[src/sv/m7tw_pkg.sv]
// m7tw_pkg: shared types and constants of the mode-7 row texel walker
// no dependencies; the files that use it refer to it by scoped names
`default_nettype none

package m7tw_pkg;

    // command opcodes carried on the command channel
    typedef enum logic [1:0] {
        OP_LOAD_TEXEL   = 2'd0,
        OP_LOAD_PALETTE = 2'd1,
        OP_START_ROW    = 2'd2,
        OP_EMIT_PIXEL   = 2'd3
    } opcode_t;

    // configuration port
    localparam int CFG_INDEX_W = 3;
    localparam int CFG_DATA_W  = 32;

    localparam logic [CFG_INDEX_W-1:0] CFG_SHIFT_X    = 3'd0;
    localparam logic [CFG_INDEX_W-1:0] CFG_SHIFT_Y    = 3'd1;
    localparam logic [CFG_INDEX_W-1:0] CFG_LOG_WIDTH  = 3'd2;
    localparam logic [CFG_INDEX_W-1:0] CFG_LOG_HEIGHT = 3'd3;
    localparam logic [CFG_INDEX_W-1:0] CFG_STEP_X     = 3'd4;
    localparam logic [CFG_INDEX_W-1:0] CFG_STEP_Y     = 3'd5;

    // field widths
    localparam int ACC_W    = 32;
    localparam int SHIFT_W  = 5;
    localparam int LOG_W    = 4;
    localparam int INDEX_W  = 16;
    localparam int TEXEL_W  = 8;
    localparam int COLOR_W  = 16;
    localparam int PAL_DEPTH = 256;

    // reset values of the configuration registers
    localparam logic [SHIFT_W-1:0] SHIFT_RESET = 5'd16;
    localparam logic [LOG_W-1:0]   LOG_RESET   = 4'd8;

    // configuration register set
    typedef struct packed {
        logic [SHIFT_W-1:0]      shift_x;
        logic [SHIFT_W-1:0]      shift_y;
        logic [LOG_W-1:0]        log_width;
        logic [LOG_W-1:0]        log_height;
        logic signed [ACC_W-1:0] step_x;
        logic signed [ACC_W-1:0] step_y;
    } cfg_t;

    // item held between the texture stage and the palette stage
    typedef struct packed {
        logic               is_pal_load;
        logic [7:0]         pal_index;
        logic [COLOR_W-1:0] color;
        logic [TEXEL_W-1:0] texel;
    } stage_item_t;

endpackage

`default_nettype wire

[src/sv/m7tw_cfg_regs.sv]
// m7tw_cfg_regs: configuration register file of the texel walker
// depends on m7tw_pkg
`default_nettype none

module m7tw_cfg_regs (
    input  wire logic                               clk,
    input  wire logic                               rst_n,
    input  wire logic                               cfg_we,
    input  wire logic [m7tw_pkg::CFG_INDEX_W-1:0]   cfg_index,
    input  wire logic [m7tw_pkg::CFG_DATA_W-1:0]    cfg_data,
    output m7tw_pkg::cfg_t                          cfg
);

    m7tw_pkg::cfg_t cfg_reg;
    m7tw_pkg::cfg_t cfg_next;

    // register write decode, each register keeps its low bits
    always_comb
    begin
        cfg_next = cfg_reg;
        if (cfg_we)
        begin
            case (cfg_index)
                m7tw_pkg::CFG_SHIFT_X:
                    cfg_next.shift_x = cfg_data[m7tw_pkg::SHIFT_W-1:0];
                m7tw_pkg::CFG_SHIFT_Y:
                    cfg_next.shift_y = cfg_data[m7tw_pkg::SHIFT_W-1:0];
                m7tw_pkg::CFG_LOG_WIDTH:
                    cfg_next.log_width = cfg_data[m7tw_pkg::LOG_W-1:0];
                m7tw_pkg::CFG_LOG_HEIGHT:
                    cfg_next.log_height = cfg_data[m7tw_pkg::LOG_W-1:0];
                m7tw_pkg::CFG_STEP_X:
                    cfg_next.step_x = cfg_data[m7tw_pkg::ACC_W-1:0];
                m7tw_pkg::CFG_STEP_Y:
                    cfg_next.step_y = cfg_data[m7tw_pkg::ACC_W-1:0];
                default:
                    cfg_next = cfg_reg;
            endcase
        end
    end

    always_ff @(posedge clk or negedge rst_n)
    begin
        if (!rst_n)
        begin
            cfg_reg.shift_x    <= m7tw_pkg::SHIFT_RESET;
            cfg_reg.shift_y    <= m7tw_pkg::SHIFT_RESET;
            cfg_reg.log_width  <= m7tw_pkg::LOG_RESET;
            cfg_reg.log_height <= m7tw_pkg::LOG_RESET;
            cfg_reg.step_x     <= '0;
            cfg_reg.step_y     <= '0;
        end
        else
        begin
            cfg_reg <= cfg_next;
        end
    end

    assign cfg = cfg_reg;

endmodule

`default_nettype wire

[config.mk]
export PLATFORM = sky130hd
export DESIGN_NAME = m7tw_cfg_regs
export DESIGN_NICKNAME = d
export VERILOG_FILES = /design/src/sv/m7tw_pkg.sv /design/src/sv/m7tw_cfg_regs.sv
export SDC_FILE = /design/constraint.sdc
export NUM_CORES = 1
export LEC_CHECK = 0
export BUFFER_PORTS_ARGS = -buffer_cell sky130_fd_sc_hd__buf_2
export CAP_MARGIN = 20
export CORE_UTILIZATION = 52
export CTS_CLUSTER_DIAMETER = 150
export DETAILED_ROUTE_END_ITERATION = 10
export PLACE_DENSITY_LB_ADDON = 0.05
export SETUP_SLACK_MARGIN = 0.2
export SLEW_MARGIN = 0
export SYNTH_ARGS = -nofsm -noshare
export SYNTH_HDL_FRONTEND = slang
export SYNTH_SLANG_ARGS = --single-unit
[constraint.sdc]
create_clock -name clk -period 2.15 [get_ports clk]
set_clock_uncertainty 0.2 [all_clocks]
set_input_delay 0.215 -clock clk [delete_from_list [all_inputs] [get_ports clk]]
set_output_delay 0.215 -clock clk [all_outputs]
set_load 0.01 [all_outputs]
Word level (Yosys, flattened, before mapping)
Index checks and enable logic that the tools add are counted.

operators by class
  equal/unequal tests = 5
  reduce and logical (&&, ||, !) cells = 7

operators with widths
  cell                                           count
  AND reduction 2 bit                            6
  == test 3 x 2 -> 1 bit, second input constant  2
  == test 3 bit, second input constant           2
  == test 3 x 1 -> 1 bit, second input constant  1
  logical NOT 3 bit                              1

word-level totals
  output and inout port bits = 82
  logic and storage cells = 18
  bits in registers = 82
  input bits = 38

Longest topological paths before layout
  depth after elaboration = 2
  gate-level depth with buffers = 4

Worst setup path after synthesis
Ideal clock, no wire load.

  path kind = input to register
  start point = input cfg_index[1] (netlist name)
  end point = register cfg_reg, in the netlist cfg[33]
  arrival = 1.094 ns
  stages = 4
  required time = 1.823 ns
  setup slack = 0.729 ns
  path through = nor4bb_1 -> buf_2 -> buf_6 -> mux2_1

on the way
  longest elaborated chain between the ends = 2

ends and longest elaborated chain
  what                                  line                 RTL
  start, declared                       m7tw_cfg_regs.sv:9   input wire logic [m7tw_pkg::CFG_INDEX_W-1:0] cfg_index,
  == test 3 bit                         m7tw_cfg_regs.sv:23  case (cfg_index)
  AND reduction 2 bit (no source line)  -
  end signal, assigned                  m7tw_cfg_regs.sv:55  cfg_reg <= cfg_next;
  end, declared                         m7tw_cfg_regs.sv:14  m7tw_pkg::cfg_t cfg_reg;

Every way passes these cells.
A chain may end at the register's enable or synchronous reset.

Worst setup path after layout
  start point = register cfg_reg, in the netlist cfg[81]
  end point = output cfg[81] (netlist name)

RTL lines
  what           line                 RTL
  end, declared  m7tw_cfg_regs.sv:11  output m7tw_pkg::cfg_t cfg

No word-level cell between the ends.

==> results.yml <==
drt:
  ant_nets: 0
  viasPerCell: 5.01
  dr.first_iter.drc_count: 78
  drc_errors: 0
  vias: 2080
  wire_per_inst_um: 15.7
  totalWireLength_um: 6510
  firstDrtPassIters: 4
synth:
  yosysTopAreaCell: "dfrtp_1"
  syn_inst: 177
  yosysSeqAreaShare_pct: 66.1
  synth_nets: 215
  avgSynthCellArea_um2: 17.6
  synth_top_area_share_pct: 62.8
  ys_seq_elements: 82
  synth.area.top_cells: "dfrtp_1 63%, mux2_2 19%, mux2_1 11%"
  yosysUniqueCellTypes: 10
  synth_warnings: 0
  syn-cell-area_mm2: 0.00311
critical_path:
  path_buf_inv: 1
  cp_cell_sequence: "buf_2"
  path_max_fanout: 2
  end_kind: "output port"
  critPathSlowestCell: "dfstp_2"
  cp.required_ps: 1740
  path_class: "flop to output port"
  slowest_delay_ps: 540
  critPathTopFamily: "flip-flops"
  critPathLaunchType: "flop"
  critPathArrivalTime_ps: 990
clock_tree:
  cts_tree: "done"
  clock_path_buffers: 2
  insertion_delay_ps: 330
  cts_buffers: 9
  cts_root_buf: "clkbuf_8"
  clk_pin_slew_ps: 70
  clkSinkCount: 82
  ctsHtreeMaxLevel: 3
grt:
  antenna_found_initial: 0
  grt_usage_pct: 22.4
  grt_pass1_wl_um: 10600
  grt_pass1_vias: 2133
  grt_max_degree: 40
  grt_overflow: 0
cells_and_area:
  fin_util_pct: 77.5
  nFillCells: 359
  area_growth_pct: 40.5
  drive_gt1_share_pct: 58.0
  instances_no_fill: 415
  antenna_cells: 0
  num-nets-final: 376
  design_area_mm2: 0.00437
  largest_reg_flops: 82
pwr:
  p_total_mw: 4.25
  leakagePower_nw: 2.13
  p_per_area_mw_per_mm2: 972
  ir_drop_v: 0.000603
floorplan:
  dieHeight_um: 79.3
  rows: 27
  fp.dieW_um: 79.3
  io_pins: 120
  initial_core_util_pct: 55.1
  die-area_mm2: 0.00629
  core_area_mm2: 0.00564
placement:
  port_buffers: 119
  dp.cells: 366
  dp_hpwl_um: 4280
  place.gp.congestion: 0.732
  placed_cell_area_mm2: 0.00382
timing:
  tightest_slew_ps: 474
  fin_crit_ps: 1410
  slew_headroom_pct: 68.3
  setup_tns_ps: 0
  slew_viol_final: 0
  max_freq_mhz: 710
  rsz0062_at_grt: "no"
  finalCritPeriodShare_pct: 65.5
  setup_violations: 0
  hold_viol_final: 0
hold_path:
  min_path_type: "primary input to flop"
job:
  max-cap-violations: 0
status:
  status: "finished clean"
[final cells by class]
class / instances / area (um^2) / area share, %
Clock buffer: 11 / 141 / 3.23
Timing Repair Buffer: 157 / 991 / 22.7
Clock inverter: 5 / 77.6 / 1.77
Tap cell: 72 / 90.1 / 2.06
Multi-Input combinational cell: 88 / 1010 / 23.2
Sequential cell: 82 / 2060 / 47.1
[metrics by stage]
step | hold slack (ps) | setup WS, ps
3_5_place_dp | 8.70 | 491
3_3_place_gp | 5.88 | 519
6_report | 163 | 742
4_1_cts | 148 | 729
5_1_grt | 163 | 708
2_1_floorplan | -281 | 729
[layer usage]
layer  vias to the layer above  GRT usage (%)  wire [um]  share of wire [%]
met2                        72           38.1       3310                 51
met4                         0           8.73         80                1.2
li1                        961              -          -                  -
met5                         -              0          0                  0
met3                         7           5.17        385                5.9
met1                      1040           27.7       2740                 42
[logic make-up (layout without fill, tap and decap cells)]
kind of cell           count (synthesis)  in the layout  synth area share, %
muxes                                 82             82                 29.7
buffers and inverters                  7            173                 1.73
and+or+nand+nor                        6              6                 2.45
DFF                                   82             82                 66.1
[tightest hold or removal path, delay by kind of cell]
| family | cells | cell delay, ps |
|---|---|---|
| mux | 1 | 220 |
| simple gates | 1 | 90 |
| buf+inv | 1 | 150 |
[where the power goes]
group | leakage [nW] | total (mW) | switching, mW | internal, mW
sequential | 0.978 | 2.05 | 0.156 | 1.89
combinational | 1.04 | 1.01 | 0.478 | 0.528
clock | 0.109 | 1.20 | 0.513 | 0.682
[timing repair]
| action | CTS | global route |
|---|---|---|
| gates resized for setup | 0 | 0 |
| hold endpoints to repair | 107 | 0 |
| hold buffers | 33 | 0 |
| buffers inserted | 0 | 0 |
[Yosys cell counts]
cell / number
and4bb_2: 2
buf_2: 4
buf_6: 3
dfrtp_1: 78
dfstp_2: 4
mux2_1: 30
mux2_2: 52
nand4b_1: 2
nor4b_4: 1
nor4bb_1: 1
[final timing paths]
kind	start	slack, ps	depth (start not counted)	to
max in group asynchronous	rst_n	890	3	cfg[52]
hold reg to reg	cfg[41]	280	1	cfg[41]
setup / recovery	cfg[81]	740	1	cfg[81]
hold / removal	cfg_index[2]	160	3	cfg[79]
setup reg to reg	cfg[59]	1150	1	cfg[59]
min in group asynchronous	rst_n	200	2	cfg[20]
[layout by cell type, fill, tap and decap left out]
master	n
clkinv_2	2
buf_12	2
dfstp_2	4
dfrtp_1	78
clkinvlp_4	1
nor4b_4	1
bufinv_16	2
buf_2	118
buf_4	4
mux2_1	30
clkbuf_8	10
dlygate4sd3_1	33
nor4bb_4	1
clkbuf_1	1
nand4b_1	2
mux2_2	52
and4bb_2	2
No activity file was read; power rests on OpenSTA's default activity.
