## src/sv/m7tw_pkg.sv

```systemverilog
// m7tw_pkg: shared types and constants of the mode-7 row texel walker
// no dependencies; the files that use it refer to it by scoped names
`default_nettype none

package m7tw_pkg;

    // command opcodes carried on the command channel
    typedef enum logic [1:0] {
        OP_LOAD_TEXEL   = 2'd0,
        OP_LOAD_PALETTE = 2'd1,
        OP_START_ROW    = 2'd2,
        OP_EMIT_PIXEL   = 2'd3
    } opcode_t;

    // configuration port
    localparam int CFG_INDEX_W = 3;
    localparam int CFG_DATA_W  = 32;

    localparam logic [CFG_INDEX_W-1:0] CFG_SHIFT_X    = 3'd0;
    localparam logic [CFG_INDEX_W-1:0] CFG_SHIFT_Y    = 3'd1;
    localparam logic [CFG_INDEX_W-1:0] CFG_LOG_WIDTH  = 3'd2;
    localparam logic [CFG_INDEX_W-1:0] CFG_LOG_HEIGHT = 3'd3;
    localparam logic [CFG_INDEX_W-1:0] CFG_STEP_X     = 3'd4;
    localparam logic [CFG_INDEX_W-1:0] CFG_STEP_Y     = 3'd5;

    // field widths
    localparam int ACC_W    = 32;
    localparam int SHIFT_W  = 5;
    localparam int LOG_W    = 4;
    localparam int INDEX_W  = 16;
    localparam int TEXEL_W  = 8;
    localparam int COLOR_W  = 16;
    localparam int PAL_DEPTH = 256;

    // reset values of the configuration registers
    localparam logic [SHIFT_W-1:0] SHIFT_RESET = 5'd16;
    localparam logic [LOG_W-1:0]   LOG_RESET   = 4'd8;

    // configuration register set
    typedef struct packed {
        logic [SHIFT_W-1:0]      shift_x;
        logic [SHIFT_W-1:0]      shift_y;
        logic [LOG_W-1:0]        log_width;
        logic [LOG_W-1:0]        log_height;
        logic signed [ACC_W-1:0] step_x;
        logic signed [ACC_W-1:0] step_y;
    } cfg_t;

    // item held between the texture stage and the palette stage
    typedef struct packed {
        logic               is_pal_load;
        logic [7:0]         pal_index;
        logic [COLOR_W-1:0] color;
        logic [TEXEL_W-1:0] texel;
    } stage_item_t;

endpackage

`default_nettype wire

```

## src/sv/m7tw_pal_stage.sv

```systemverilog
// m7tw_pal_stage: palette memory and the pixel output register
// depends on m7tw_pkg
`default_nettype none

module m7tw_pal_stage (
    input  wire logic                              clk,
    input  wire logic                              rst_n,
    input  wire logic                              item_valid,
    input  wire m7tw_pkg::stage_item_t             item,
    input  wire logic                              out_ready,
    output logic                                   free,
    output logic                                   out_valid,
    output logic [m7tw_pkg::COLOR_W-1:0]           out_color
);

    logic [m7tw_pkg::COLOR_W-1:0] pal_mem [m7tw_pkg::PAL_DEPTH];
    logic [m7tw_pkg::COLOR_W-1:0] color_reg;
    logic                         valid_reg;
    logic                         valid_next;
    logic                         take;

    // output register empties or drains this cycle
    assign free = !valid_reg || out_ready;
    assign take = item_valid && free;

    // palette writes and reads happen in beat order at this stage
    always_ff @(posedge clk)
    begin
        if (take && item.is_pal_load)
        begin
            pal_mem[item.pal_index] <= item.color;
        end
        if (take && !item.is_pal_load)
        begin
            color_reg <= pal_mem[item.texel];
        end
    end

    always_comb
    begin
        valid_next = valid_reg;
        if (take)
        begin
            valid_next = !item.is_pal_load;
        end
        else if (out_ready)
        begin
            valid_next = 1'b0;
        end
    end

    always_ff @(posedge clk or negedge rst_n)
    begin
        if (!rst_n)
        begin
            valid_reg <= 1'b0;
        end
        else
        begin
            valid_reg <= valid_next;
        end
    end

    assign out_valid = valid_reg;
    assign out_color = color_reg;

endmodule

`default_nettype wire

```

## config.mk

```make
export PLATFORM = sky130hd
export DESIGN_NAME = m7tw_pal_stage
export DESIGN_NICKNAME = d
export VERILOG_FILES = /design/src/sv/m7tw_pkg.sv /design/src/sv/m7tw_pal_stage.sv
export SDC_FILE = /design/constraint.sdc
export NUM_CORES = 2
export LEC_CHECK = 0
export BUFFER_PORTS_ARGS = -buffer_cell sky130_fd_sc_hd__buf_2
export CAP_MARGIN = 30
export CORE_MARGIN = 2
export CORE_UTILIZATION = 63
export CTS_CLUSTER_SIZE = 25
export DETAILED_ROUTE_END_ITERATION = 10
export GPL_TIMING_DRIVEN = 0
export PLACE_DENSITY_LB_ADDON = 0.15
export SKIP_LAST_GASP = 1
export SYNTH_ARGS = -nofsm -noshare
export SYNTH_HDL_FRONTEND = slang
export SYNTH_SLANG_ARGS = --single-unit
```

## constraint.sdc

```tcl
create_clock -name clk -period 3.05 [get_ports clk]
set_clock_uncertainty 0.1 [all_clocks]
set_input_delay 0.4575 -clock clk [delete_from_list [all_inputs] [get_ports clk]]
set_output_delay 0.4575 -clock clk [all_outputs]
set_load 0.05 [all_outputs]
```

Yosys cells after proc, flatten, opt, wreduce, memory -nomap -nowiden
Memory sizes are Yosys's and may differ from the RTL's. A register that Yosys moved wholly into a read port is not among the register bits.
Cells that the tools add are included.

operators by class
  multiplexer cells = 4
  reduce and logical (&&, ||, !) cells = 7

operator list
  operator            number
  1-bit 2-to-1 mux    4
  1-bit logical AND   3
  1-bit zero test     2
  2-bit nonzero test  1
  1-bit logical OR    1

word-level totals
  bits in registers = 1
  bits in writable memories = 4,096
  input port bits = 37
  output and inout port bits = 18
  logic and storage cells = 13
  memories = 1

memory list
  memory   depth  width  rd ports  clocked after Yosys merged registers in  write ports  line                  source
  pal_mem  256    16     1         1                                        1            m7tw_pal_stage.sv:16  logic [m7tw_pkg::COLOR_W-1:0] pal_mem [m7tw_pkg::PAL_DEPTH];

Logic depth before layout (Yosys ltp)
  depth in word-level cells = 6
  gate-level depth with buffers = 12
  depth with buffers taken out = 7

Worst setup path before layout
Ideal clock, no wire load.

  path kind = reg2reg
  from = reg valid_reg, in the netlist out_valid
  to = mem pal_mem[221][0] (netlist bit), enable pin
  setup time = 0.388 ns
  arrival = 2.856 ns
  required time = 2.562 ns
  path slack = -0.295 ns
  cell stages (with the launch flop) = 7
  cells stage by stage = dfrtp_1 nand2b_1 nand3_1 nor3b_1 nand3_1 clkbuf_1 nor2_1

between the ends
  longest elaborated chain between the ends = 6

ends and longest elaborated chain
  item                                    line                  source
  start, declared                         m7tw_pal_stage.sv:18  logic valid_reg;
  start signal, assigned                  m7tw_pal_stage.sv:60  valid_reg <= valid_next;
  1-bit zero test                         m7tw_pal_stage.sv:23  assign free = !valid_reg || out_ready;
  1-bit logical OR                        m7tw_pal_stage.sv:23
  net free                                m7tw_pal_stage.sv:11  output logic free,
  1-bit logical AND                       m7tw_pal_stage.sv:24  assign take = item_valid && free;
  1-bit logical AND                       m7tw_pal_stage.sv:29  if (take && item.is_pal_load)
  1-bit 2-to-1 mux                        m7tw_pal_stage.sv:29
  1-bit 2-to-1 mux (not written as such)  m7tw_pal_stage.sv:31  pal_mem[item.pal_index] <= item.color;
  end, declared                           m7tw_pal_stage.sv:16

The timed path passes the listed nets, and every way through them passes these cells.

==> impl_metrics.json <==
{
  "vdd_ir_drop_max_mv": 0.718,
  "critPathKind": "input port to flip-flop",
  "fp.dieW_um": 505,
  "grt_overflow": 0,
  "crit_required_ns": 3.72,
  "syn-instance-count": 7169,
  "syn_area_mm2": 0.158,
  "dieHeight_um": 505,
  "synth_top_family_by_area": "multiplexers",
  "clk_latency_ns": 1.00,
  "detail-route-antenna-nets": 0,
  "cts_tree": "done",
  "synth.distinct_cells": 53,
  "nFillCells": 13600,
  "clock_path_buffers": 4,
  "fp-row-count": 183,
  "drtPass1Iterations": 11,
  "cp-start-kind": "input port",
  "slew_headroom_pct": 21.0,
  "syn2layout_area_growth_pct": 16.9,
  "clkPwrFrac_pct": 41.4,
  "io_buffers": 49,
  "p_per_area_mw_per_mm2": 643,
  "drc": 1,
  "synth-seq-area-share_pct": 78.1,
  "antenna_found_initial": 44,
  "seq_area_mm2": 0.124,
  "hold_path_class": "input port to flip-flop",
  "p_switching_mw": 26.2,
  "hpwl_mm": 344,
  "synth.area.mux_share_pct": 14.7,
  "fin_area_mm2": 0.185,
  "wl_mm": 509,
  "core_area_mm2": 0.249,
  "period_needed_ns": 3.29,
  "multi_input_area_mm2": 0.0340,
  "synth-compound-area-share_pct": 4.00,
  "wire_per_inst_um": 43.6,
  "ctsRootBufferMaster": "clkbuf_16",
  "combPwrFrac_pct": 6.2,
  "layout_setup_ws_ns": -0.243,
  "internal_power_mw": 92.7,
  "cts_buffers": 408,
  "layout-drive-gt1-share_pct": 31.0,
  "fin_nets": 8050,
  "grt_pass1_vias": 82300,
  "ios": 55,
  "viasPerCell": 7.44,
  "cp-end-kind": "flip-flop",
  "first_iter_violations": 17200,
  "yosys.area_share.xor_xnor_pct": 0,
  "htree_levels": 5,
  "wl_met3_mm": 81.1,
  "ys_ff_latch": 4113,
  "p_leak_nw": 58.7,
  "setup_viol": 96,
  "path_max_fanout": 11,
  "grt_setup_unrepaired": "yes",
  "maxCapViolCount": 0,
  "max_freq_mhz": 304,
  "route.met2.wl_mm": 222,
  "start_util_pct": 63.5,
  "placed_area_mm2": 0.169,
  "setup_tns_ns": -4.46,
  "synth_simple_gate_area_share_pct": 1.27,
  "cts.clk_slew.worst_paths_ns": 0.07,
  "syn-num-nets": 7206,
  "netSwitchingFraction_pct": 22.0,
  "track_usage_pct": 39.8,
  "p_seq_share_pct": 52.3,
  "yosysWarningCount": 0,
  "clock_sinks": 4113,
  "grt_max_degree": 149,
  "synth-async-reset-ratio_pct": 0.0243,
  "ys.flop_type": "edfxtp_1",
  "synth-adder-area-share_pct": 0,
  "violations": "design-rule violations, negative setup slack",
  "fin_crit_sh_pct": 108,
  "vias": 86800,
  "avgSynthCellArea_um2": 22.1,
  "synth_edf_count": 4112,
  "hold_violations": 0,
  "slew_violations": 0,
  "design.die.area_mm2": 0.255,
  "grt_pass1_wl_mm": 683,
  "highest_layer": "met5",
  "wl_met1_mm": 172,
  "status": "complete, but fails checks",
  "tightest_slew_ns": 1.18,
  "arrival_ns": 3.96,
  "gp_congestion": 1.02
}
final cells by class:
cell class                      instances  share of cell area [%]
Buffer                                428                    2.00
Clock buffer                          497                    5.78
Sequential cell                      4113                    66.8
Multi-Input combinational cell       2617                    18.4
Timing Repair Buffer                  442                    3.58
Inverter                                3                 0.00744
Antenna cell                           14                  0.0189
Clock inverter                        222                    1.17
Tap cell                             3330                    2.25
per-stage QoR:
stage / cells / util (%) / setup slack [ns] / total power [mW] / hold WS, ns
4_1_cts: 11600 / 73.9 / -0.167 / 118 / 0.0274
3_5_place_dp: 10900 / 67.7 / -2.68 / 70.2 / 0.133
6_report: 11700 / 74.2 / -0.243 / 119 / 0.109
2_1_floorplan: 7169 / - / -0.0350 / 66.5 / 0.0619
3_3_place_gp: 10500 / 65.3 / -4.93 / 70.0 / 0.133
5_1_grt: 11700 / 74.2 / -0.147 / 121 / 0.0726
what timing repair did:
| item | 4_1_cts | 5_1_grt |
|---|---|---|
| hold buffers | 21 | 0 |
| endpoints found under the setup margin | 3110 | 1828 |
| hold endpoints to repair | 608 | 0 |
| pin swaps | 44 | 30 |
| resized for setup | 500 | 138 |
| buffers inserted | 26 | 21 |
routing by layer:
layer	vias to the layer above	track usage, %
li1	32500	-
met1	44800	54.3
met2	8013	56.2
met3	1441	15.0
met4	30	21.7
met5	-	0.601
worst paths after layout:
kind / endpoint / slack [ns] / startpoint / cells after the start
worst max-delay path: out_color[0]$_DFFE_PP_ / -0.24 / item[2] / 10
worst min-delay path: pal_mem[44][11]$_DFFE_PP_ / 0.11 / item[26] / 3
worst max register to register: pal_mem[172][12]$_DFFE_PP_ / -0.06 / out_valid$_DFFE_PN0P_ / 7
worst min register to register: out_color[9]$_DFFE_PP_ / 0.92 / pal_mem[164][9]$_DFFE_PP_ / 4
max in group asynchronous: out_valid$_DFFE_PN0P_ / 2.51 / rst_n / 3
min in group asynchronous: out_valid$_DFFE_PN0P_ / 0.24 / rst_n / 3
power by group through the flow:
stage | Combinational [mW] | Sequential, mW | Clock [mW]
finish | 7.43 | 62.3 | 49.3
CTS | 7.08 | 62.3 | 49.1
global placement | 6.34 | 63.7 | 0
detailed placement | 6.76 | 63.5 | 0
floorplan | 2.97 | 63.5 | 0
global route | 7.43 | 62.2 | 51.3
registers in the layout (all words and copies together), names as in the netlist:
signal / cells
pal_mem: 4096
out_color: 16
out_valid: 1
critical path, stage by stage:
cell and delay [ns]:
buf_2 0.14, buf_4 0.33, nor2b_1 0.17, buf_2 0.35, clkbuf_1 0.64, a22oi_1 0.19
a21oi_1 0.63, or4_1 0.45, o31ai_4 0.23, nor3_2 0.32
synth_stat cells, types with 29 or more instances:
library cell | instances | area [um^2]
a221oi_1 | 42 | 368
mux2i_1 | 494 | 4940
mux4_2 | 809 | 18200
a22oi_1 | 141 | 1060
buf_4 | 29 | 218
buf_1 | 30 | 113
buf_2 | 85 | 425
o211ai_1 | 31 | 233
a21oi_1 | 153 | 766
clkbuf_1 | 183 | 687
nor2_1 | 279 | 1050
o22ai_1 | 121 | 757
o221ai_1 | 227 | 1990
a22o_1 | 44 | 385
nor3_1 | 48 | 240
buf_6 | 55 | 619
buf_12 | 35 | 701
o21ai_0 | 40 | 200
edfxtp_1 | 4112 | 123000
cells by family after synthesis:
family / count (synthesis)
buf+inv: 439
flops: 4113
compound gates: 866
mux: 1307
simple gates: 444
cells in the final DEF, fill, tap and decap left out, types with 57 or more instances in the layout:
| master | n |
|---|---|
| nor2_2 | 150 |
| buf_4 | 104 |
| a22oi_1 | 140 |
| clkinv_1 | 74 |
| buf_16 | 57 |
| buf_12 | 67 |
| mux4_2 | 809 |
| buf_2 | 79 |
| o221ai_1 | 192 |
| buf_6 | 85 |
| clkbuf_16 | 414 |
| a21oi_1 | 141 |
| mux2i_1 | 493 |
| buf_8 | 273 |
| nor2_4 | 108 |
| clkinv_2 | 77 |
| clkbuf_2 | 66 |
| clkbuf_1 | 155 |
| o22ai_1 | 105 |
| edfxtp_1 | 4112 |
Note: power is estimated with default switching activity, not from simulation.
