## config.mk

```make
export PLATFORM = sky130hd
export DESIGN_NAME = m7tw_walker
export DESIGN_NICKNAME = d
export VERILOG_FILES = /design/src/sv/m7tw_pkg.sv /design/src/sv/m7tw_walker.sv
export SDC_FILE = /design/constraint.sdc
export NUM_CORES = 1
export LEC_CHECK = 0
export BUFFER_PORTS_ARGS = -buffer_cell sky130_fd_sc_hd__buf_2
export CORE_ASPECT_RATIO = 1.1
export CORE_MARGIN = 1.5
export CORE_UTILIZATION = 54
export CTS_CLUSTER_DIAMETER = 50
export DETAILED_ROUTE_END_ITERATION = 10
export HOLD_SLACK_MARGIN = 0.15
export PLACE_DENSITY = 0.89
export SLEW_MARGIN = 20
export SYNTH_ARGS = -nofsm -noshare
export SYNTH_HDL_FRONTEND = slang
export SYNTH_SLANG_ARGS = --single-unit
```

## constraint.sdc

```tcl
create_clock -name clk -period 7 [get_ports clk]
set_input_delay 1.4 -clock clk [delete_from_list [all_inputs] [get_ports clk]]
set_output_delay 1.4 -clock clk [all_outputs]
set_load 0.05 [all_outputs]
```

## src/sv/m7tw_pkg.sv

```systemverilog
// m7tw_pkg: shared types and constants of the mode-7 row texel walker
// no dependencies; the files that use it refer to it by scoped names
`default_nettype none

package m7tw_pkg;

    // command opcodes carried on the command channel
    typedef enum logic [1:0] {
        OP_LOAD_TEXEL   = 2'd0,
        OP_LOAD_PALETTE = 2'd1,
        OP_START_ROW    = 2'd2,
        OP_EMIT_PIXEL   = 2'd3
    } opcode_t;

    // configuration port
    localparam int CFG_INDEX_W = 3;
    localparam int CFG_DATA_W  = 32;

    localparam logic [CFG_INDEX_W-1:0] CFG_SHIFT_X    = 3'd0;
    localparam logic [CFG_INDEX_W-1:0] CFG_SHIFT_Y    = 3'd1;
    localparam logic [CFG_INDEX_W-1:0] CFG_LOG_WIDTH  = 3'd2;
    localparam logic [CFG_INDEX_W-1:0] CFG_LOG_HEIGHT = 3'd3;
    localparam logic [CFG_INDEX_W-1:0] CFG_STEP_X     = 3'd4;
    localparam logic [CFG_INDEX_W-1:0] CFG_STEP_Y     = 3'd5;

    // field widths
    localparam int ACC_W    = 32;
    localparam int SHIFT_W  = 5;
    localparam int LOG_W    = 4;
    localparam int INDEX_W  = 16;
    localparam int TEXEL_W  = 8;
    localparam int COLOR_W  = 16;
    localparam int PAL_DEPTH = 256;

    // reset values of the configuration registers
    localparam logic [SHIFT_W-1:0] SHIFT_RESET = 5'd16;
    localparam logic [LOG_W-1:0]   LOG_RESET   = 4'd8;

    // configuration register set
    typedef struct packed {
        logic [SHIFT_W-1:0]      shift_x;
        logic [SHIFT_W-1:0]      shift_y;
        logic [LOG_W-1:0]        log_width;
        logic [LOG_W-1:0]        log_height;
        logic signed [ACC_W-1:0] step_x;
        logic signed [ACC_W-1:0] step_y;
    } cfg_t;

    // item held between the texture stage and the palette stage
    typedef struct packed {
        logic               is_pal_load;
        logic [7:0]         pal_index;
        logic [COLOR_W-1:0] color;
        logic [TEXEL_W-1:0] texel;
    } stage_item_t;

endpackage

`default_nettype wire

```

## src/sv/m7tw_walker.sv

```systemverilog
// m7tw_walker: x/y accumulators and texel index generation
// depends on m7tw_pkg
`default_nettype none

module m7tw_walker (
    input  wire logic                              clk,
    input  wire logic                              rst_n,
    input  wire m7tw_pkg::cfg_t                    cfg,
    input  wire logic                              accept,
    input  wire logic [1:0]                        opcode,
    input  wire logic [m7tw_pkg::ACC_W-1:0]        start_x,
    input  wire logic [m7tw_pkg::ACC_W-1:0]        start_y,
    output logic [m7tw_pkg::INDEX_W-1:0]           tex_index
);

    logic [m7tw_pkg::ACC_W-1:0]   acc_x_reg;
    logic [m7tw_pkg::ACC_W-1:0]   acc_y_reg;
    logic [m7tw_pkg::ACC_W-1:0]   acc_x_next;
    logic [m7tw_pkg::ACC_W-1:0]   acc_y_next;
    logic [m7tw_pkg::INDEX_W:0]   col_mask_wide;
    logic [m7tw_pkg::INDEX_W:0]   row_mask_wide;
    logic [m7tw_pkg::INDEX_W-1:0] col;
    logic [m7tw_pkg::INDEX_W-1:0] row;

    // column and row from the accumulators; only the low index bits survive the wrap
    always_comb
    begin
        col_mask_wide = (17'd1 << cfg.log_width) - 17'd1;
        row_mask_wide = (17'd1 << cfg.log_height) - 17'd1;
        col = m7tw_pkg::INDEX_W'(acc_x_reg >> cfg.shift_x)
              & col_mask_wide[m7tw_pkg::INDEX_W-1:0];
        row = m7tw_pkg::INDEX_W'(acc_y_reg >> cfg.shift_y)
              & row_mask_wide[m7tw_pkg::INDEX_W-1:0];
        tex_index = col + m7tw_pkg::INDEX_W'(row << cfg.log_width);
    end

    // row start loads, pixel beats step by the signed increments
    always_comb
    begin
        acc_x_next = acc_x_reg;
        acc_y_next = acc_y_reg;
        if (accept)
        begin
            case (opcode)
                m7tw_pkg::OP_START_ROW:
                begin
                    acc_x_next = start_x;
                    acc_y_next = start_y;
                end
                m7tw_pkg::OP_EMIT_PIXEL:
                begin
                    acc_x_next = acc_x_reg + unsigned'(cfg.step_x);
                    acc_y_next = acc_y_reg + unsigned'(cfg.step_y);
                end
                default:
                begin
                    acc_x_next = acc_x_reg;
                    acc_y_next = acc_y_reg;
                end
            endcase
        end
    end

    always_ff @(posedge clk or negedge rst_n)
    begin
        if (!rst_n)
        begin
            acc_x_reg <= '0;
            acc_y_reg <= '0;
        end
        else
        begin
            acc_x_reg <= acc_x_next;
            acc_y_reg <= acc_y_next;
        end
    end

endmodule

`default_nettype wire

```

After elaboration in Yosys (flattened, before gate mapping):

Cells that the tools add are included.

* add/sub/neg operators: 5
* equality and inequality tests: 2
* shift-type cells: 5
* muxes and demuxes: 2
* bitwise logic cells: 2
* reductions and logical operators: 2

Operator list (number)
* 32-bit case mux with 2 select lines: 2
* 32-bit adder: 2
* 32-bit by 5-bit >> shifter with 16-bit output: 2
* 16-bit bitwise AND: 2
* 1-bit by 4-bit << shifter with 16-bit output (first input constant): 2
* 16-bit by 1-bit subtractor with 16-bit output (second input constant): 2
* 16-bit adder: 1
* 16-bit by 4-bit << shifter with 16-bit output: 1
* 2-bit equality test (second input constant): 2
* 2-bit AND reduction: 1
* 2-bit nonzero test: 1

* register bits: 64
* input port bits: 151
* output and inout bits: 16
* logic and storage cells: 20

Depth between registers and ports, before layout:

* depth in word-level cells: 5
* gate-level depth with buffers: 24

Worst setup path before layout:

Ideal clock, no wire load.

* path type: input-to-output
* start point: input cfg[77] (netlist bit)
* end point: output tex_index[12] (netlist bit)
* arrival time: 5.964 ns
* data required time: 5.600 ns
* setup slack: -0.364 ns
* stages on the path: 19
* path buffers: 3
* cells stage by stage: buf_2 buf_1 buf_2 mux2i_1 mux4_2 mux4_2 nor2_1 ha_1 inv_1 fa_1 nor2b_1 o21ai_0 a21boi_0 o21ai_0 a21oi_1 o21ai_0 a21o_1 a31oi_1 xor2_1

* longest elaborated chain between the ends: 3

Ends and longest elaborated chain
* start: declaration: RTL line m7tw_walker.sv:8 `input wire m7tw_pkg::cfg_t cfg,`
* 32-bit by 5-bit >> shifter with 16-bit output: RTL line m7tw_walker.sv:30 `col = m7tw_pkg::INDEX_W'(acc_x_reg >> cfg.shift_x)`
* 16-bit bitwise AND: RTL line m7tw_walker.sv:31 `& col_mask_wide[m7tw_pkg::INDEX_W-1:0];`
* 16-bit adder: RTL line m7tw_walker.sv:34 `tex_index = col + m7tw_pkg::INDEX_W'(row << cfg.log_width);`
* end: declaration: RTL line m7tw_walker.sv:13 `output logic [m7tw_pkg::INDEX_W-1:0] tex_index`

Every way passes these cells.

Worst setup path after layout:

* start point: input cfg[72] (netlist bit)
* end point: output tex_index[15] (netlist bit)

* longest elaborated chain between the ends: 4

Ends and longest elaborated chain
* 32-bit by 5-bit >> shifter with 16-bit output: RTL line m7tw_walker.sv:32 `row = m7tw_pkg::INDEX_W'(acc_y_reg >> cfg.shift_y)`
* 16-bit bitwise AND: RTL line m7tw_walker.sv:33 `& row_mask_wide[m7tw_pkg::INDEX_W-1:0];`
* 16-bit by 4-bit << shifter with 16-bit output: RTL line m7tw_walker.sv:34
* 16-bit adder: RTL line m7tw_walker.sv:34

Every way passes these cells.

==> results_dict.tcl <==
set metrics [dict create \
    fmax_mhz 142.4 \
    timing.critical_path.fanout_max 12 \
    tritoncts "yes" \
    crit_required_ps 5600 \
    finalHoldViolCount 0 \
    finalSetupViolations 1 \
    run_status "finished with violations" \
    post_cts_hold_buffer_count 0 \
    clk-insertion-delay-late_ps 350 \
    initial_core_util 0.5552 \
    floorplan.io_pins 167 \
    failing_checks "negative setup slack" \
    crit_path_max_incr_delay_ps 540 \
    grt_antenna_before_repair 2 \
    fin_crit_sh 1.003 \
    dp_hpwl_um 24710 \
    final_antenna_net_count 0 \
    area_growth_syn_to_layout_pct 21.97 \
    mapped_area_sq_um 10680 \
    numClockSinks 64 \
    cts-root-buf "sky130_fd_sc_hd__clkbuf_16" \
    rows 53 \
    post_synth.cell_area_avg_sq_um 8.244 \
    number_of_max_slew_violations_in_the_final_report 0 \
    clk_pin_slew_worst_paths_ps 50 \
    grt.total_usage 0.3060 \
    path_buf_inv 4 \
    synth_area_leaders "sky130_fd_sc_hd__dfrtp_1 15%, sky130_fd_sc_hd__mux2i_1 9.8%, sky130_fd_sc_hd__mux4_2 9.3%, sky130_fd_sc_hd__ha_1 9.3%, sky130_fd_sc_hd__a21oi_1 5.4%" \
    synth_largest_area_cell "sky130_fd_sc_hd__dfrtp_1" \
    r2r_cells 13 \
    grt_remaining_overflow 0 \
    drive_above_1_share 0.2937 \
    synth_top_area_frac 0.1500 \
    ys_types 79 \
    synth_flop_cell "sky130_fd_sc_hd__dfrtp_1" \
    dr.pass1.iters 5 \
    numCtsBuffers 9 \
    timing_worst_setup_path_type "in -> out" \
    critPathMostFrequentCell "sky130_fd_sc_hd__mux2_2" \
    power_per_cell_area_nw_per_um2 266.5 \
    fin_nets 1743 \
    end_kind "output pin" \
    cts-htree-levels 3 \
    final_critical_path_setup_slack_ps -23.52 \
    via_density_per_instance 6.387 \
    place.port_buffers 166 \
    yosys_warnings 0 \
    peakVddDrop_uv 167.7 \
    cpLargestDelayFamily "multiplexers" \
    postSynth.asyncResetShare 1.000 \
    fin_skew_ps 7.656 \
    timing.slew.headroom 0.2888 \
    design.die.area_sq_um 20620 \
    worst_path_max_delay_cell "sky130_fd_sc_hd__mux4_2" \
    drt_drc_violations_left 0 \
    cp.depth 21 \
    post_synthesis_instance_total 1295 \
    n_fill_cell 1495 \
    1st_iter_drt_viols 904 \
    number_of_flops_mapped_to_enable_cells_by_yosys 0 \
    syn_nets 1528 \
    place.gp.congestion 0.9629 \
    ys_seq_elements 64 \
    dp_worst_setup_slack_ps -472.9 \
    die_height_um 150.5 \
    die-width_um 137.1 \
    crit_path_cell_trace "buf_12 > buf_12 > buf_4 > mux4_2 > mux2_2 > mux2i_1 > mux2_2 > nor2_1 > mux2_2 > mux2_2 > mux2i_1 > o21ai_0 > ha_1 > nand3_1 > o31ai_4 > nor4_4 > o41ai_2 > a21o_1 > a21oi_4 > xnor2_4 > buf_6" \
    worst_pin_slew_ps 1067 \
    grt_start_max_net_pins 116 \
    cts-root-to-sink-buffers 2 \
    holdCritPathClass "reg -> reg" \
    drt_wl_total_um 32700 \
    critical_path_arrival_ps 5620 \
    drv_cap 0 \
    core_region_area_sq_um 19230 \
    via_count_of_the_first_global_routing_pass 10330 \
    fin_worst_hold_slack_ps 523.4 \
    routed_wire_length_per_instance_um 18.55 \
    ys_seq_area_frac 0.1500 \
    leakage_uw 0.006166 \
    overall_via_count_from_detail_route 11260 \
    worst_setup_path_start_kind "input port" \
    global_route_wire_length_before_repair_um 50270 \
    finalCriticalPeriod_ps 7024 \
    hold-path-cell-count 2 \
]
## final cells by class
cell class	instances	area (sq um)	share of cell area
antenna	1	2.502	0.0001922
clock buffer	9	225.2	0.01729
clock inverter	7	72.57	0.005573
inverter	47	176.4	0.01355
multi-input combinational	1102	8782	0.6744
sequential	64	1602	0.1230
tap	247	309.0	0.02373
timing repair buffer	286	1853	0.1423
## worst paths after layout
kind / startpoint / to / slack, ps
min in group asynchronous: rst_n / acc_y_reg[24] / 1220
worst max register to register: acc_y_reg[0] / acc_y_reg[30] / 3290
worst max-delay path: cfg[72] / tex_index[15] / -20
max in group asynchronous: rst_n / acc_x_reg[2] / 5160
worst min register to register: acc_x_reg[0] / acc_x_reg[0] / 520
worst min-delay path: acc_x_reg[0] / acc_x_reg[0] / 520
## what timing repair did
item	4_1_cts	5_1_grt
gates resized for setup	23	55
cloned	0	1
setup endpoints to repair	6	6
setup buffers	2	18
pin swaps	5	27
## cell usage in the layout (no fill, tap or decap), types with 7 or more instances in the layout
cell type | synthesis | routed
sky130_fd_sc_hd__o31ai_1 | 9 | 8
sky130_fd_sc_hd__o21a_1 | 10 | 10
sky130_fd_sc_hd__nand2_1 | 119 | 117
sky130_fd_sc_hd__a21oi_1 | 116 | 110
sky130_fd_sc_hd__xor2_1 | 16 | 13
sky130_fd_sc_hd__o21ai_0 | 111 | 102
sky130_fd_sc_hd__and2_1 | 12 | 11
sky130_fd_sc_hd__mux2i_1 | 105 | 101
sky130_fd_sc_hd__inv_1 | 44 | 44
sky130_fd_sc_hd__buf_2 | 10 | 160
sky130_fd_sc_hd__and3_1 | 18 | 18
sky130_fd_sc_hd__o21ai_2 | 1 | 11
sky130_fd_sc_hd__mux4_2 | 44 | 46
sky130_fd_sc_hd__xnor2_1 | 45 | 43
sky130_fd_sc_hd__o21bai_1 | 8 | 8
sky130_fd_sc_hd__mux2_2 | 25 | 24
sky130_fd_sc_hd__o22ai_1 | 12 | 11
sky130_fd_sc_hd__a21o_1 | 38 | 38
sky130_fd_sc_hd__clkbuf_16 | 0 | 10
sky130_fd_sc_hd__dfrtp_1 | 64 | 64
sky130_fd_sc_hd__ha_1 | 79 | 75
sky130_fd_sc_hd__nor2_1 | 86 | 85
sky130_fd_sc_hd__nand4_1 | 8 | 8
sky130_fd_sc_hd__nor2b_1 | 24 | 24
sky130_fd_sc_hd__a211oi_1 | 31 | 30
sky130_fd_sc_hd__or3_1 | 14 | 13
sky130_fd_sc_hd__buf_4 | 3 | 114
sky130_fd_sc_hd__a31oi_1 | 17 | 16
sky130_fd_sc_hd__nand3_1 | 18 | 17
sky130_fd_sc_hd__nor3_1 | 21 | 20
sky130_fd_sc_hd__nand2b_1 | 11 | 10
sky130_fd_sc_hd__mux4_1 | 9 | 7
## cells by family (layout without fill, tap and decap cells)
family | after synthesis | after routing | synth area share
buffers and inverters | 129 | 349 | 0.05426
other | 0 | 1 | 0
AND/OR/NAND/NOR | 356 | 356 | 0.1576
multiplexers | 185 | 185 | 0.2426
AO/OA/AOI/OAI | 418 | 418 | 0.2473
flip-flops | 64 | 64 | 0.1500
adder cells (fa/ha/maj) | 82 | 82 | 0.09821
XOR/XNOR | 61 | 61 | 0.05004
## power by group
part           total, uW  leakage [uW]  switching, uW  internal [uW]
Clock                465      0.000141            189            275
Sequential           684      0.000782            207            477
Combinational       2320       0.00524           1220           1100
## through the flow
| stage | utilization | instances | TNS (ps) | power (uW) | cell area [sq um] |
|---|---|---|---|---|---|
| 3_3_place_gp | 0.6373 | 1725 | -965.5 | 2765 | 12260 |
| 5_1_grt | 0.6772 | 1763 | -405.3 | 3711 | 13020 |
| 4_1_cts | 0.6565 | 1743 | 0 | 3341 | 12620 |
| 3_5_place_dp | 0.6373 | 1725 | -1354 | 2850 | 12260 |
| 2_1_floorplan | - | 1295 | -93.45 | 2260 | 10730 |
| 6_report | 0.6772 | 1763 | -23.52 | 3471 | 13020 |
## worst register-to-register path, stage by stage (launching register included)
cell and delay, ps:
sky130_fd_sc_hd__dfrtp_1 430, sky130_fd_sc_hd__ha_1 240, sky130_fd_sc_hd__inv_1 80, sky130_fd_sc_hd__fa_1 190
sky130_fd_sc_hd__nor2b_1 70, sky130_fd_sc_hd__o21a_1 190, sky130_fd_sc_hd__o21ai_0 350, sky130_fd_sc_hd__o2bb2ai_1 280
sky130_fd_sc_hd__o211ai_1 300, sky130_fd_sc_hd__a32o_1 350, sky130_fd_sc_hd__a311oi_1 400, sky130_fd_sc_hd__o21ai_0 210
sky130_fd_sc_hd__xnor2_1 370, sky130_fd_sc_hd__o21ai_0 120
## synthesized netlist by cell type (31+ instances only)
cell                       count
sky130_fd_sc_hd__a211oi_1     31
sky130_fd_sc_hd__nand2_1     119
sky130_fd_sc_hd__inv_1        44
sky130_fd_sc_hd__xnor2_1      45
sky130_fd_sc_hd__nor2_1       86
sky130_fd_sc_hd__o21ai_0     111
sky130_fd_sc_hd__ha_1         79
sky130_fd_sc_hd__mux4_2       44
sky130_fd_sc_hd__a21oi_1     116
sky130_fd_sc_hd__clkbuf_1     55
sky130_fd_sc_hd__mux2i_1     105
sky130_fd_sc_hd__dfrtp_1      64
sky130_fd_sc_hd__a21o_1       38
## routing by layer
metal / GRT usage / wire length (um)
met5: 0 / 0
met3: 0.04714 / 2675
met4: 0.1179 / 992
met2: 0.5058 / 15630
met1: 0.4023 / 13410
No activity file was read; power rests on OpenSTA's default activity.
